==> src/rtl/kle_pkg.sv <==
// Shared types and constants for the keystroke line editor.
`timescale 1ns / 1ps
package kle_pkg;

  localparam int CAPACITY_DEF = 64;
  localparam int CHAR_W       = 8;

  localparam logic [CHAR_W-1:0] KEY_LEFT   = 8'd60;
  localparam logic [CHAR_W-1:0] KEY_RIGHT  = 8'd62;
  localparam logic [CHAR_W-1:0] KEY_DELETE = 8'd45;

  typedef enum logic [1:0] {
    OP_HOLD,
    OP_PUSH,
    OP_POP
  } stk_op_t;

  typedef enum logic {
    SRC_KEY,
    SRC_XFER
  } push_src_t;

  typedef struct packed {
    stk_op_t   lop;
    stk_op_t   rop;
    push_src_t lsrc;
  } stk_ctl_t;

  typedef enum logic [1:0] {
    ST_EDIT,
    ST_GATHER,
    ST_ALIGN,
    ST_EMIT
  } kle_state_t;

endpackage

==> src/rtl/kle_cell.sv <==
// One level of the two shift stacks: a left byte and a right byte.
`timescale 1ns / 1ps
module kle_cell (
  input  logic                          clk,
  input  kle_pkg::stk_ctl_t             ctl,
  input  logic [kle_pkg::CHAR_W-1:0]    left_sh,
  input  logic [kle_pkg::CHAR_W-1:0]    left_dp,
  input  logic [kle_pkg::CHAR_W-1:0]    right_sh,
  input  logic [kle_pkg::CHAR_W-1:0]    right_dp,
  output logic [kle_pkg::CHAR_W-1:0]    left_q,
  output logic [kle_pkg::CHAR_W-1:0]    right_q
);
  import kle_pkg::*;

  logic [CHAR_W-1:0] left_r, left_nxt;
  logic [CHAR_W-1:0] right_r, right_nxt;

  // Push takes the shallower neighbor, pop takes the deeper one.
  always_comb begin
    case (ctl.lop)
      OP_PUSH: left_nxt = left_sh;
      OP_POP:  left_nxt = left_dp;
      default: left_nxt = left_r;
    endcase
    case (ctl.rop)
      OP_PUSH: right_nxt = right_sh;
      OP_POP:  right_nxt = right_dp;
      default: right_nxt = right_r;
    endcase
  end

  always_ff @(posedge clk) begin
    left_r  <= left_nxt;
    right_r <= right_nxt;
  end

  assign left_q  = left_r;
  assign right_q = right_r;

endmodule

==> src/rtl/kle_ctrl.sv <==
// Sequencer: stack depths, overflow flag and the end-of-line flush.
`timescale 1ns / 1ps
module kle_ctrl #(
  parameter int CAPACITY = kle_pkg::CAPACITY_DEF
) (
  input  logic                        clk,
  input  logic                        rst_n,
  input  logic                        in_valid,
  input  logic [kle_pkg::CHAR_W-1:0]  in_key,
  input  logic                        in_end_of_line,
  output logic                        in_stall,
  output logic                        out_valid,
  input  logic                        out_stall,
  output logic                        out_char_valid,
  output logic                        out_last_char,
  output logic                        out_overflowed,
  output kle_pkg::stk_ctl_t           ctl
);
  import kle_pkg::*;

  localparam int CNT_W = $clog2(CAPACITY + 1);
  localparam logic [CNT_W-1:0] CAP_CNT = CNT_W'(CAPACITY);
  localparam logic [CNT_W:0]   CAP_SUM = (CNT_W + 1)'(CAPACITY);

  kle_state_t state_r, state_nxt;
  logic [CNT_W-1:0] l_cnt_r, l_cnt_nxt;
  logic [CNT_W-1:0] r_cnt_r, r_cnt_nxt;
  logic [CNT_W-1:0] rem_r, rem_nxt;
  logic             ovf_r, ovf_nxt;
  logic [CNT_W:0]   tot;
  logic             in_acc, out_acc, last;

  assign tot     = {1'b0, l_cnt_r} + {1'b0, r_cnt_r};
  assign in_acc  = in_valid && !in_stall;
  assign out_acc = out_valid && !out_stall;
  assign last    = (rem_r <= CNT_W'(1));

  // Next state
  always_comb begin
    state_nxt = state_r;
    case (state_r)
      ST_EDIT:   if (in_acc && in_end_of_line) state_nxt = ST_GATHER;
      ST_GATHER: if (r_cnt_r == '0) state_nxt = ST_ALIGN;
      ST_ALIGN:  if (rem_r == '0 || l_cnt_r == CAP_CNT) state_nxt = ST_EMIT;
      ST_EMIT:   if (out_acc && last) state_nxt = ST_EDIT;
      default:   state_nxt = ST_EDIT;
    endcase
  end

  // Channel outputs
  always_comb begin
    in_stall       = (state_r != ST_EDIT);
    out_valid      = (state_r == ST_EMIT);
    out_char_valid = (rem_r != '0);
    out_last_char  = last;
    out_overflowed = ovf_r;
  end

  // Stack operations and counters
  always_comb begin
    ctl.lop   = OP_HOLD;
    ctl.rop   = OP_HOLD;
    ctl.lsrc  = SRC_KEY;
    l_cnt_nxt = l_cnt_r;
    r_cnt_nxt = r_cnt_r;
    rem_nxt   = rem_r;
    ovf_nxt   = ovf_r;
    case (state_r)
      ST_EDIT: begin
        if (in_acc) begin
          case (in_key)
            KEY_LEFT: begin
              if (l_cnt_r != '0 && r_cnt_r < CAP_CNT) begin
                ctl.lop   = OP_POP;
                ctl.rop   = OP_PUSH;
                l_cnt_nxt = l_cnt_r - 1'b1;
                r_cnt_nxt = r_cnt_r + 1'b1;
              end
            end
            KEY_RIGHT: begin
              if (r_cnt_r != '0 && l_cnt_r < CAP_CNT) begin
                ctl.lop   = OP_PUSH;
                ctl.lsrc  = SRC_XFER;
                ctl.rop   = OP_POP;
                l_cnt_nxt = l_cnt_r + 1'b1;
                r_cnt_nxt = r_cnt_r - 1'b1;
              end
            end
            KEY_DELETE: begin
              if (l_cnt_r != '0) begin
                ctl.lop   = OP_POP;
                l_cnt_nxt = l_cnt_r - 1'b1;
              end
            end
            default: begin
              if (tot >= CAP_SUM) begin
                ovf_nxt = 1'b1;
              end else begin
                ctl.lop   = OP_PUSH;
                l_cnt_nxt = l_cnt_r + 1'b1;
              end
            end
          endcase
        end
      end
      ST_GATHER: begin
        rem_nxt = tot[CNT_W-1:0];
        if (r_cnt_r != '0) begin
          ctl.lop   = OP_PUSH;
          ctl.lsrc  = SRC_XFER;
          ctl.rop   = OP_POP;
          l_cnt_nxt = l_cnt_r + 1'b1;
          r_cnt_nxt = r_cnt_r - 1'b1;
        end
      end
      ST_ALIGN: begin
        if (rem_r != '0 && l_cnt_r != CAP_CNT) begin
          ctl.lop   = OP_PUSH;
          ctl.lsrc  = SRC_XFER;
          l_cnt_nxt = l_cnt_r + 1'b1;
        end
      end
      ST_EMIT: begin
        if (out_acc) begin
          if (last) begin
            l_cnt_nxt = '0;
            r_cnt_nxt = '0;
            rem_nxt   = '0;
            ovf_nxt   = 1'b0;
          end else begin
            ctl.lop = OP_PUSH;
            ctl.lsrc = SRC_XFER;
            rem_nxt = rem_r - 1'b1;
          end
        end
      end
      default: ;
    endcase
  end

  always_ff @(posedge clk) begin
    if (!rst_n) begin
      state_r <= ST_EDIT;
      l_cnt_r <= '0;
      r_cnt_r <= '0;
      rem_r   <= '0;
      ovf_r   <= 1'b0;
    end else begin
      state_r <= state_nxt;
      l_cnt_r <= l_cnt_nxt;
      r_cnt_r <= r_cnt_nxt;
      rem_r   <= rem_nxt;
      ovf_r   <= ovf_nxt;
    end
  end

endmodule

==> src/rtl/keystroke_line_editor_top.sv <==
// Top level of the keystroke line editor: cell chain plus sequencer.
`timescale 1ns / 1ps
// Usage:
//   Input channel (in_valid / in_stall, fields in_key, in_end_of_line) takes
//   one key per beat. '<' and '>' move the cursor, '-' deletes left of it,
//   any other byte inserts at it. The beat marked in_end_of_line closes the
//   line. The input then stalls while the line is flushed: right-side
//   characters move onto the left stack, the left stack shifts until the
//   first character reaches the deep end of the chain, and then one result
//   beat per character leaves from that end, one per cycle while the receiver
//   takes them.
//   Result channel (out_valid / out_stall) carries out_char, out_char_valid,
//   out_last_char and out_overflowed. An empty line gives one beat with
//   out_char zero, out_char_valid low and out_last_char high.
//   When the receiver stalls, hold the result and the whole chain; nothing
//   advances until the beat is taken. After the last beat the input opens in
//   the next cycle with the line state cleared.
//   Reset (rst_n low, synchronous) clears depths, flag and sequencer; the
//   cell contents are left as they are and are never read before written.
module keystroke_line_editor_top #(
  parameter int CAPACITY = kle_pkg::CAPACITY_DEF
) (
  input  logic                        clk,
  input  logic                        rst_n,
  input  logic                        in_valid,
  output logic                        in_stall,
  input  logic [kle_pkg::CHAR_W-1:0]  in_key,
  input  logic                        in_end_of_line,
  output logic                        out_valid,
  input  logic                        out_stall,
  output logic [kle_pkg::CHAR_W-1:0]  out_char,
  output logic                        out_char_valid,
  output logic                        out_last_char,
  output logic                        out_overflowed
);
  import kle_pkg::*;

  stk_ctl_t          ctl;
  logic [CHAR_W-1:0] left_q  [CAPACITY];
  logic [CHAR_W-1:0] right_q [CAPACITY];
  logic [CHAR_W-1:0] lpush_data;

  // Left push takes the typed key, or the right stack's top on a transfer.
  assign lpush_data = (ctl.lsrc == SRC_XFER) ? right_q[0] : in_key;

  kle_ctrl #(
    .CAPACITY (CAPACITY)
  ) u_ctrl (
    .clk            (clk),
    .rst_n          (rst_n),
    .in_valid       (in_valid),
    .in_key         (in_key),
    .in_end_of_line (in_end_of_line),
    .in_stall       (in_stall),
    .out_valid      (out_valid),
    .out_stall      (out_stall),
    .out_char_valid (out_char_valid),
    .out_last_char  (out_last_char),
    .out_overflowed (out_overflowed),
    .ctl            (ctl)
  );

  // Cell 0 is the top of both stacks; deeper cells hold older characters.
  for (genvar i = 0; i < CAPACITY; i++) begin : g_cell
    logic [CHAR_W-1:0] l_sh, l_dp, r_sh, r_dp;
    if (i == 0) begin : g_top
      assign l_sh = lpush_data;
      assign r_sh = left_q[0];
    end else begin : g_mid
      assign l_sh = left_q[i-1];
      assign r_sh = right_q[i-1];
    end
    if (i == CAPACITY - 1) begin : g_bot
      assign l_dp = '0;
      assign r_dp = '0;
    end else begin : g_inner
      assign l_dp = left_q[i+1];
      assign r_dp = right_q[i+1];
    end
    kle_cell u_cell (
      .clk      (clk),
      .ctl      (ctl),
      .left_sh  (l_sh),
      .left_dp  (l_dp),
      .right_sh (r_sh),
      .right_dp (r_dp),
      .left_q   (left_q[i]),
      .right_q  (right_q[i])
    );
  end

  // The flush lines the first character up at the deep end of the chain.
  // An empty line carries no character, so drive zero there.
  assign out_char = out_char_valid ? left_q[CAPACITY-1] : '0;

  // No key is taken while a line drains.
  a_no_overlap: assert property (@(posedge clk) disable iff (!rst_n)
    out_valid |-> in_stall)
    else $error("input open while results are pending");

  // The input reopens right after the last beat of a line.
  a_reopen: assert property (@(posedge clk) disable iff (!rst_n)
    (out_valid && !out_stall && out_last_char) |=> !in_stall)
    else $error("input did not reopen after last beat");

  // An empty-line beat is always the only and last one.
  a_empty_last: assert property (@(posedge clk) disable iff (!rst_n)
    (out_valid && !out_char_valid) |-> out_last_char)
    else $error("empty result not marked last");

endmodule

==> config.mk <==
export PLATFORM = sky130hd
export DESIGN_NAME = keystroke_line_editor_top
export DESIGN_NICKNAME = d
export VERILOG_FILES = /design/src/rtl/kle_pkg.sv /design/src/rtl/kle_cell.sv /design/src/rtl/kle_ctrl.sv /design/src/rtl/keystroke_line_editor_top.sv
export SDC_FILE = /design/constraint.sdc
export NUM_CORES = 2
export LEC_CHECK = 0
export BUFFER_PORTS_ARGS = -buffer_cell sky130_fd_sc_hd__buf_2
export CORE_ASPECT_RATIO = 1.2
export CORE_MARGIN = 2
export CORE_UTILIZATION = 60
export CTS_BUF_LIST = sky130_fd_sc_hd__clkbuf_8
export CTS_CLUSTER_DIAMETER = 60
export DETAILED_ROUTE_END_ITERATION = 10
export PLACE_DENSITY = 0.87
export SLEW_MARGIN = 25
export SYNTH_ARGS = -nofsm -noshare
export SYNTH_HDL_FRONTEND = slang
export SYNTH_SLANG_ARGS = --single-unit
==> constraint.sdc <==
create_clock -name clk -period 41.2 [get_ports clk]
set_input_delay 8.24 -clock clk [delete_from_list [all_inputs] [get_ports clk]]
set_output_delay 8.24 -clock clk [all_outputs]
set_load 0.05 [all_outputs]
* After elaboration in Yosys (flattened, before gate mapping)
Cells that the tools add are included.
** Storage, ports and cells
- Register bits :: 1048
- Bits in latches :: 0
- Memory bits (writable) :: 0
- Bits in read-only memories :: 0
- Output and inout bits :: 13
- Word-level logic and storage cells :: 378
- Memories :: 0
** Cells by class
- $add $sub $neg :: 6
- Multipliers :: 0
- Divide/modulo/power cells :: 0
- $lt $le $gt $ge :: 4
- Eq/ne operators :: 28
- Shift-type cells :: 0
- Multiplexer cells :: 179
- Bitwise logic cells :: 0
- Reduce and logical (&&, ||, !) cells :: 28
** Operators by type and width (number)
- one-hot mux 8 bit (2 select lines) :: 128
- two-way mux 7 bit :: 15
- one-hot mux 7 bit (3 select lines) :: 2
- one-hot mux 7 bit (2 select lines) :: 2
- one-hot mux 7 bit (4 select lines) :: 1
- equality test 8 x 6 -> 1 bit (second input constant) :: 3
- nonzero test 7 bit :: 3
- subtractor 7 x 1 -> 7 bit (second input constant) :: 3
- two-way mux 8 bit :: 2
- one-hot mux 2 bit (4 select lines) :: 2
- adder 7 x 1 -> 7 bit (second input constant) :: 2
- logical NOT 7 bit :: 2
- < comparator 7 bit (second input constant) :: 2
- inequality test 2 x 1 -> 1 bit (second input constant) :: 7
- two-way mux 1 bit :: 12
- two-way mux 2 bit :: 6
- two-way mux 4 bit :: 3
- nonzero test 2 bit :: 5
- inequality test 3 x 2 -> 1 bit (second input constant) :: 3
- AND reduction 9 bit :: 1
- adder 7 x 7 -> 8 bit :: 1
- equality test 2 bit (second input constant) :: 4
- >= comparator 8 x 7 -> 1 bit (second input constant) :: 1
- inequality test 2 bit (second input constant) :: 4
- 21 further kinds :: 31

* Longest topological paths before layout
- Depth in word-level cells :: 8
- Gate-level depth with buffers :: 14
- Mapped depth without buffers :: 11

* By module
A second synthesis with hierarchy kept.
** Unflattened totals
- Cell total of the unflattened synthesis :: 2892
- Area total of the unflattened synthesis :: 52689.3 um^2
** Modules (own cells, without submodules)
- kle_cell :: times used 64, cells each 40, area each 783.3 um^2
- kle_ctrl :: times used 1, cells each 314, area each 2376.0 um^2
- keystroke_line_editor_top :: times used 1, cells each 18, area each 185.2 um^2

* Least setup slack after synthesis
No wires, ideal clock.
- Kind :: input to register
- Start point :: input port in_key[6] in the netlist's numbering
- End point :: register g_cell[0].u_cell.left_r[0] (enable)
- Data arrival time :: 19.400 ns
- Setup slack :: 20.939 ns
- Cell stages on the path :: 8
- Path through :: and3b_1 clkbuf_1 and2_1 nand2_1 nor4_1 o21a_1 ha_1 inv_1
** On the way
- Cells in the longest elaborated chain, start to end :: 6
** Ends and longest elaborated chain
- from (decl) :: RTL line keystroke_line_editor_top.sv:27 : input logic [kle_pkg::CHAR_W-1:0] in_key,
- equality test 8 x 6 -> 1 bit :: RTL line kle_ctrl.sv:71 : case (in_key)
- one-hot mux 2 bit (3 select lines) * :: RTL line kle_ctrl.sv:71
- two-way mux 5 bit * :: RTL line kle_ctrl.sv:70 : if (in_acc) begin
- one-hot mux 2 bit (4 select lines) * :: RTL line kle_ctrl.sv:68 : case (state_r)
- equality test 2 x 1 -> 1 bit / equality test 2 bit (equally long branches) :: RTL line kle_cell.sv:20 : case (ctl.lop)
- nonzero test 2 bit (no source line) *
- to (signal assigned) :: RTL line kle_cell.sv:33 : left_r <= left_nxt;
- to (decl) :: RTL line kle_cell.sv:15 : logic [CHAR_W-1:0] left_r, left_nxt;
Every way passes the cells marked *; elsewhere a longest branch is shown, timed or not.
A chain may end at the register's enable or synchronous reset.

* Worst setup path in the final report
- Start point :: input port in_key[6] in the netlist's numbering
- End point :: register g_cell[44].u_cell.left_r[6] (enable)
** On the way
- Cells in the longest elaborated chain, start to end :: 6
** Ends and longest elaborated chain (RTL line)
- equality test 8 x 6 -> 1 bit :: kle_ctrl.sv:71
- one-hot mux 2 bit (3 select lines) * :: kle_ctrl.sv:71
- two-way mux 5 bit * :: kle_ctrl.sv:70
- one-hot mux 2 bit (4 select lines) * :: kle_ctrl.sv:68
- equality test 2 x 1 -> 1 bit / equality test 2 bit (equally long branches) :: kle_cell.sv:20
- nonzero test 2 bit (no source line) *
- to (signal assigned) :: kle_cell.sv:33
- to (decl) :: kle_cell.sv:15
Marks and branches as above.

==> summary.md <==
| Metric | Value |
|---|---|
| Status | `complete, no violations` |
| Post-synth top cells | `edfxtp_1 (1024), mux2_2 (1000), clkbuf_1 (129), nand2_1 (41), nor2_1 (29)` |
| Pin count of the biggest net entering global routing | `236` |
| Met2 Track Usage GR | `0.286` |
| Core area | `0.0749 mm²` |
| Sequential Power Share | `0.536` |
| Leak Pwr | `16.2 nW` |
| Nets | `2625` |
| Violation count after the first detailed-route iteration | `1940` |
| CTS H-tree lvls | `4` |
| Peak supply drop | `69.7 µV` |
| Area of the die | `0.0776 mm²` |
| Number of global-route vias before repair | `22.2k` |
| Setup Crit Path Kind | `primary input to register` |
| Wire per inst | `18.5 µm` |
| Crit-path leading delay family | `buffers and inverters` |
| CTS Root Cell | `clkbuf_8` |
| Hold depth | `2` |
| Clock sink count | `1048` |
| Die Y | `305 µm` |
| Starting Density | `0.604` |
| CP bufs+invs | `6` |
| Switching share of power | `0.297` |
| Gate count of the mapped netlist | `2516` |
| Final setup vio count | `0` |
| FF-to-FF path depth | `14` |
| Hold Crit Class | `register to register` |
| Hold buffers post-CTS | `0` |
| Power per cell area | `82.8 mW/mm²` |
| Critical path depth | `12` |
| Switching pwr | `1.21 mW` |
| Final antenna-violating net count | `0` |
| Largest cells by area after synthesis | `edfxtp_1 (68%), mux2_2 (25%), clkbuf_1 (1.1%)` |
| Worst-path clk slew | `60 ps` |
| EDFF count, synth | `1024` |
| Max Freq | `78.0 MHz` |
| Number of CTS-inserted buffers | `157` |
| Vias per cell | `5.72` |
| Pre-CTS setup slack | `27240 ps` |
| RSZ-0062 raised after global routing | `no` |
| Detail Placement HPWL | `40.7 mm` |
| Post-synthesis net count | `2553` |
| Combinational power share | `0.277` |
| Final period utilization | `0.311` |
| Max-Cap Viols | `0` |
| Worst Setup SP | `in_key[6]` |
| Postcts setup bufs | `0` |
| GR Util All Layers | `0.177` |
| Final GP Congestion | `0.848` |
| Mean area per synthesized cell | `18.0 µm²` |
| Critical Path Source Type | `primary input` |
| Share of flip-flops with an asynchronous set or reset | `0` |
| Crit Path Max Fanout | `147` |
| I/O Buffers | `25` |
| Clk_skew | `20.3 ps` |
| Num rows | `110` |
| Reg2reg start | `u_ctrl.r_cnt_r[0]` |
| Synth-to-layout area growth | `8.84%` |
| Initial antenna violation count | `2` |
| Synthesized flop and latch total | `1048` |
| Syn. warnings | `0` |
| Worst Path Required | `41600 ps` |
| Max incr delay on CP | `810 ps` |
| M1 GR Usage | `0.235` |
| Worst setup EP type | `register` |
| CTS Buffer Depth | `3` |
| CTS tree | `built` |
| Slowest CP cell | `buf_4` |
| Pwr Total | `4.07 mW` |
| First-pass GRT wire length | `112 mm` |
| Gr busiest metal | `met2` |
| Max-slew headroom | `0.301` |
| Seq/Total Area, Yosys | `0.691` |
| Setup ws final | `28380 ps` |
| Fraction of layout cells with a size suffix above 1 | `0.463` |
| Die Wd | `255 µm` |
| WL final | `68.7 mm` |
| Slew Viols, Final | `0` |
| CP cell instances | `buf_2 -> and3b_1 -> and2_1 -> nand2_1 -> nor4_1 -> o21a_1 -> ha_1 -> inv_8 -> buf_12 -> buf_16 -> buf_6 -> buf_4` |
| Worst-Skew Late Latency | `790 ps` |
| Drt pass-1 iters | `5` |
| Crit path DAT | `13230 ps` |
| Clock share of power | `0.187` |
| Grt total ovfl | `0` |
| Via count | `21.2k` |
| Drt drc | `0` |
| Most numerous cell in the Yosys netlist | `edfxtp_1` |
| Cell internal pwr | `2.86 mW` |
| Dominant cell type by area after synthesis | `edfxtp_1` |
| Post-synth top area share | `0.680` |
| Worst-Margin Slew | `1050 ps` |
| Cell area after synthesis | `0.0452 mm²` |
| Number of library cell types mapped by synthesis | `66` |
| IO Pins | `26` |
| Met3 usage | `0.0372` |
| Main flop type after synthesis | `edfxtp_1` |
| Setup Total Neg Slack | `0 ps` |
| Final Hold Viols | `0` |
| Min-delay src | `u_ctrl.rem_r[5]` |
| Minimum clock period | `12820 ps` |
| Post-CTS Resized | `0` |
## cells by family (layout without fill, tap and decap cells)
group | after synthesis | after routing | share of synthesized area
flops | 1048 | 1048 | 0.691
mux | 1014 | 1014 | 0.252
simple gates | 165 | 165 | 0.0190
buf+inv | 156 | 346 | 0.0133
compound gates | 105 | 105 | 0.0170
fa+ha+maj | 24 | 24 | 0.00681
xor+xnor | 4 | 4 | 0.000775
other cells | 0 | 1 | 0
## per-layer routing
layer	wire length [µm]	vias up
met5	13	-
met4	1510	2
met3	2460	117
met2	34100	354
met1	30600	10650
li1	-	10118
## worst reg2reg max path, cell delays in order (launching register included)
cell,delay [ps]
dfxtp_1,370
ha_1,260
fa_1,430
a211o_1,330
a21o_1,190
a2111oi_2,560
nor2_1,100
nand2_1,80
a21boi_1,110
ha_1,370
inv_8,630
buf_12,620
buf_16,510
buf_6,760
buf_4,850
## through the flow
step                      cell area, µm²  hold slack, ps  utilization  instances
final                              49200             490        0.657       3715
after global routing               49200             538        0.657       3715
after CTS                          49100             489        0.655       3709
after detailed placement           46300             475        0.618       3432
after global placement             46300             467        0.618       3432
after floorplan                    45200             455            -       2516
## registers in the layout, summed over array words and instances, names as in the netlist
register and flops:
u_ctrl.l_cnt_r 7, g_cell.u_cell.right_q 512, u_ctrl.out_overflowed 1, u_ctrl.state_r 2, g_cell.u_cell.left_q 512, u_ctrl.rem_r 7
u_ctrl.r_cnt_r 7
## layout by cell type, fill, tap and decap left out, types with 6 or more instances in the layout
cell type / count
a22oi_1: 6
buf_2: 25
inv_1: 78
buf_4: 6
nor2_1: 29
mux2i_1: 14
clkinv_2: 13
o21ai_1: 10
nor4_1: 10
clkinv_1: 32
edfxtp_1: 1024
inv_6: 6
and2_1: 11
clkbuf_8: 160
a21oi_1: 15
nor2b_1: 22
o21ai_0: 16
nand3_1: 13
dfxtp_1: 24
o22ai_1: 6
buf_6: 6
ha_1: 21
inv_8: 7
mux2_2: 1000
nor3_1: 9
a211oi_1: 7
o32ai_1: 6
nand2_1: 41
## power by group through the flow
| stage | clock network (mW) | registers [mW] | logic [mW] |
|---|---|---|---|
| 2_1_floorplan | 0 | 2.33 | 0.919 |
| 3_3_place_gp | 0 | 2.17 | 1.04 |
| 3_5_place_dp | 0 | 2.21 | 1.12 |
| 4_1_cts | 0.787 | 2.19 | 1.13 |
| 5_1_grt | 0.830 | 2.25 | 1.23 |
| 6_report | 0.762 | 2.18 | 1.13 |
## cell type report
type | count | area [µm²]
flip-flops and latches | 1048 | 31200
inverters | 24 | 105
repair buffers | 45 | 420
fillers | 4746 | 25700
diodes | 1 | 2.50
clock buffers | 160 | 2200
clock inverters | 117 | 582
well taps | 1008 | 1260
multi-input cells | 1312 | 13400
## final timing paths
path                                               endpoint  slack, ps
worst max register to register  g_cell[44].u_cell.left_q[6]      34620
worst min-delay path                        u_ctrl.rem_r[5]        490
worst max-delay path            g_cell[44].u_cell.left_q[6]      28380
worst min register to register              u_ctrl.rem_r[5]        490
Note: power is estimated with default switching activity, not from simulation.
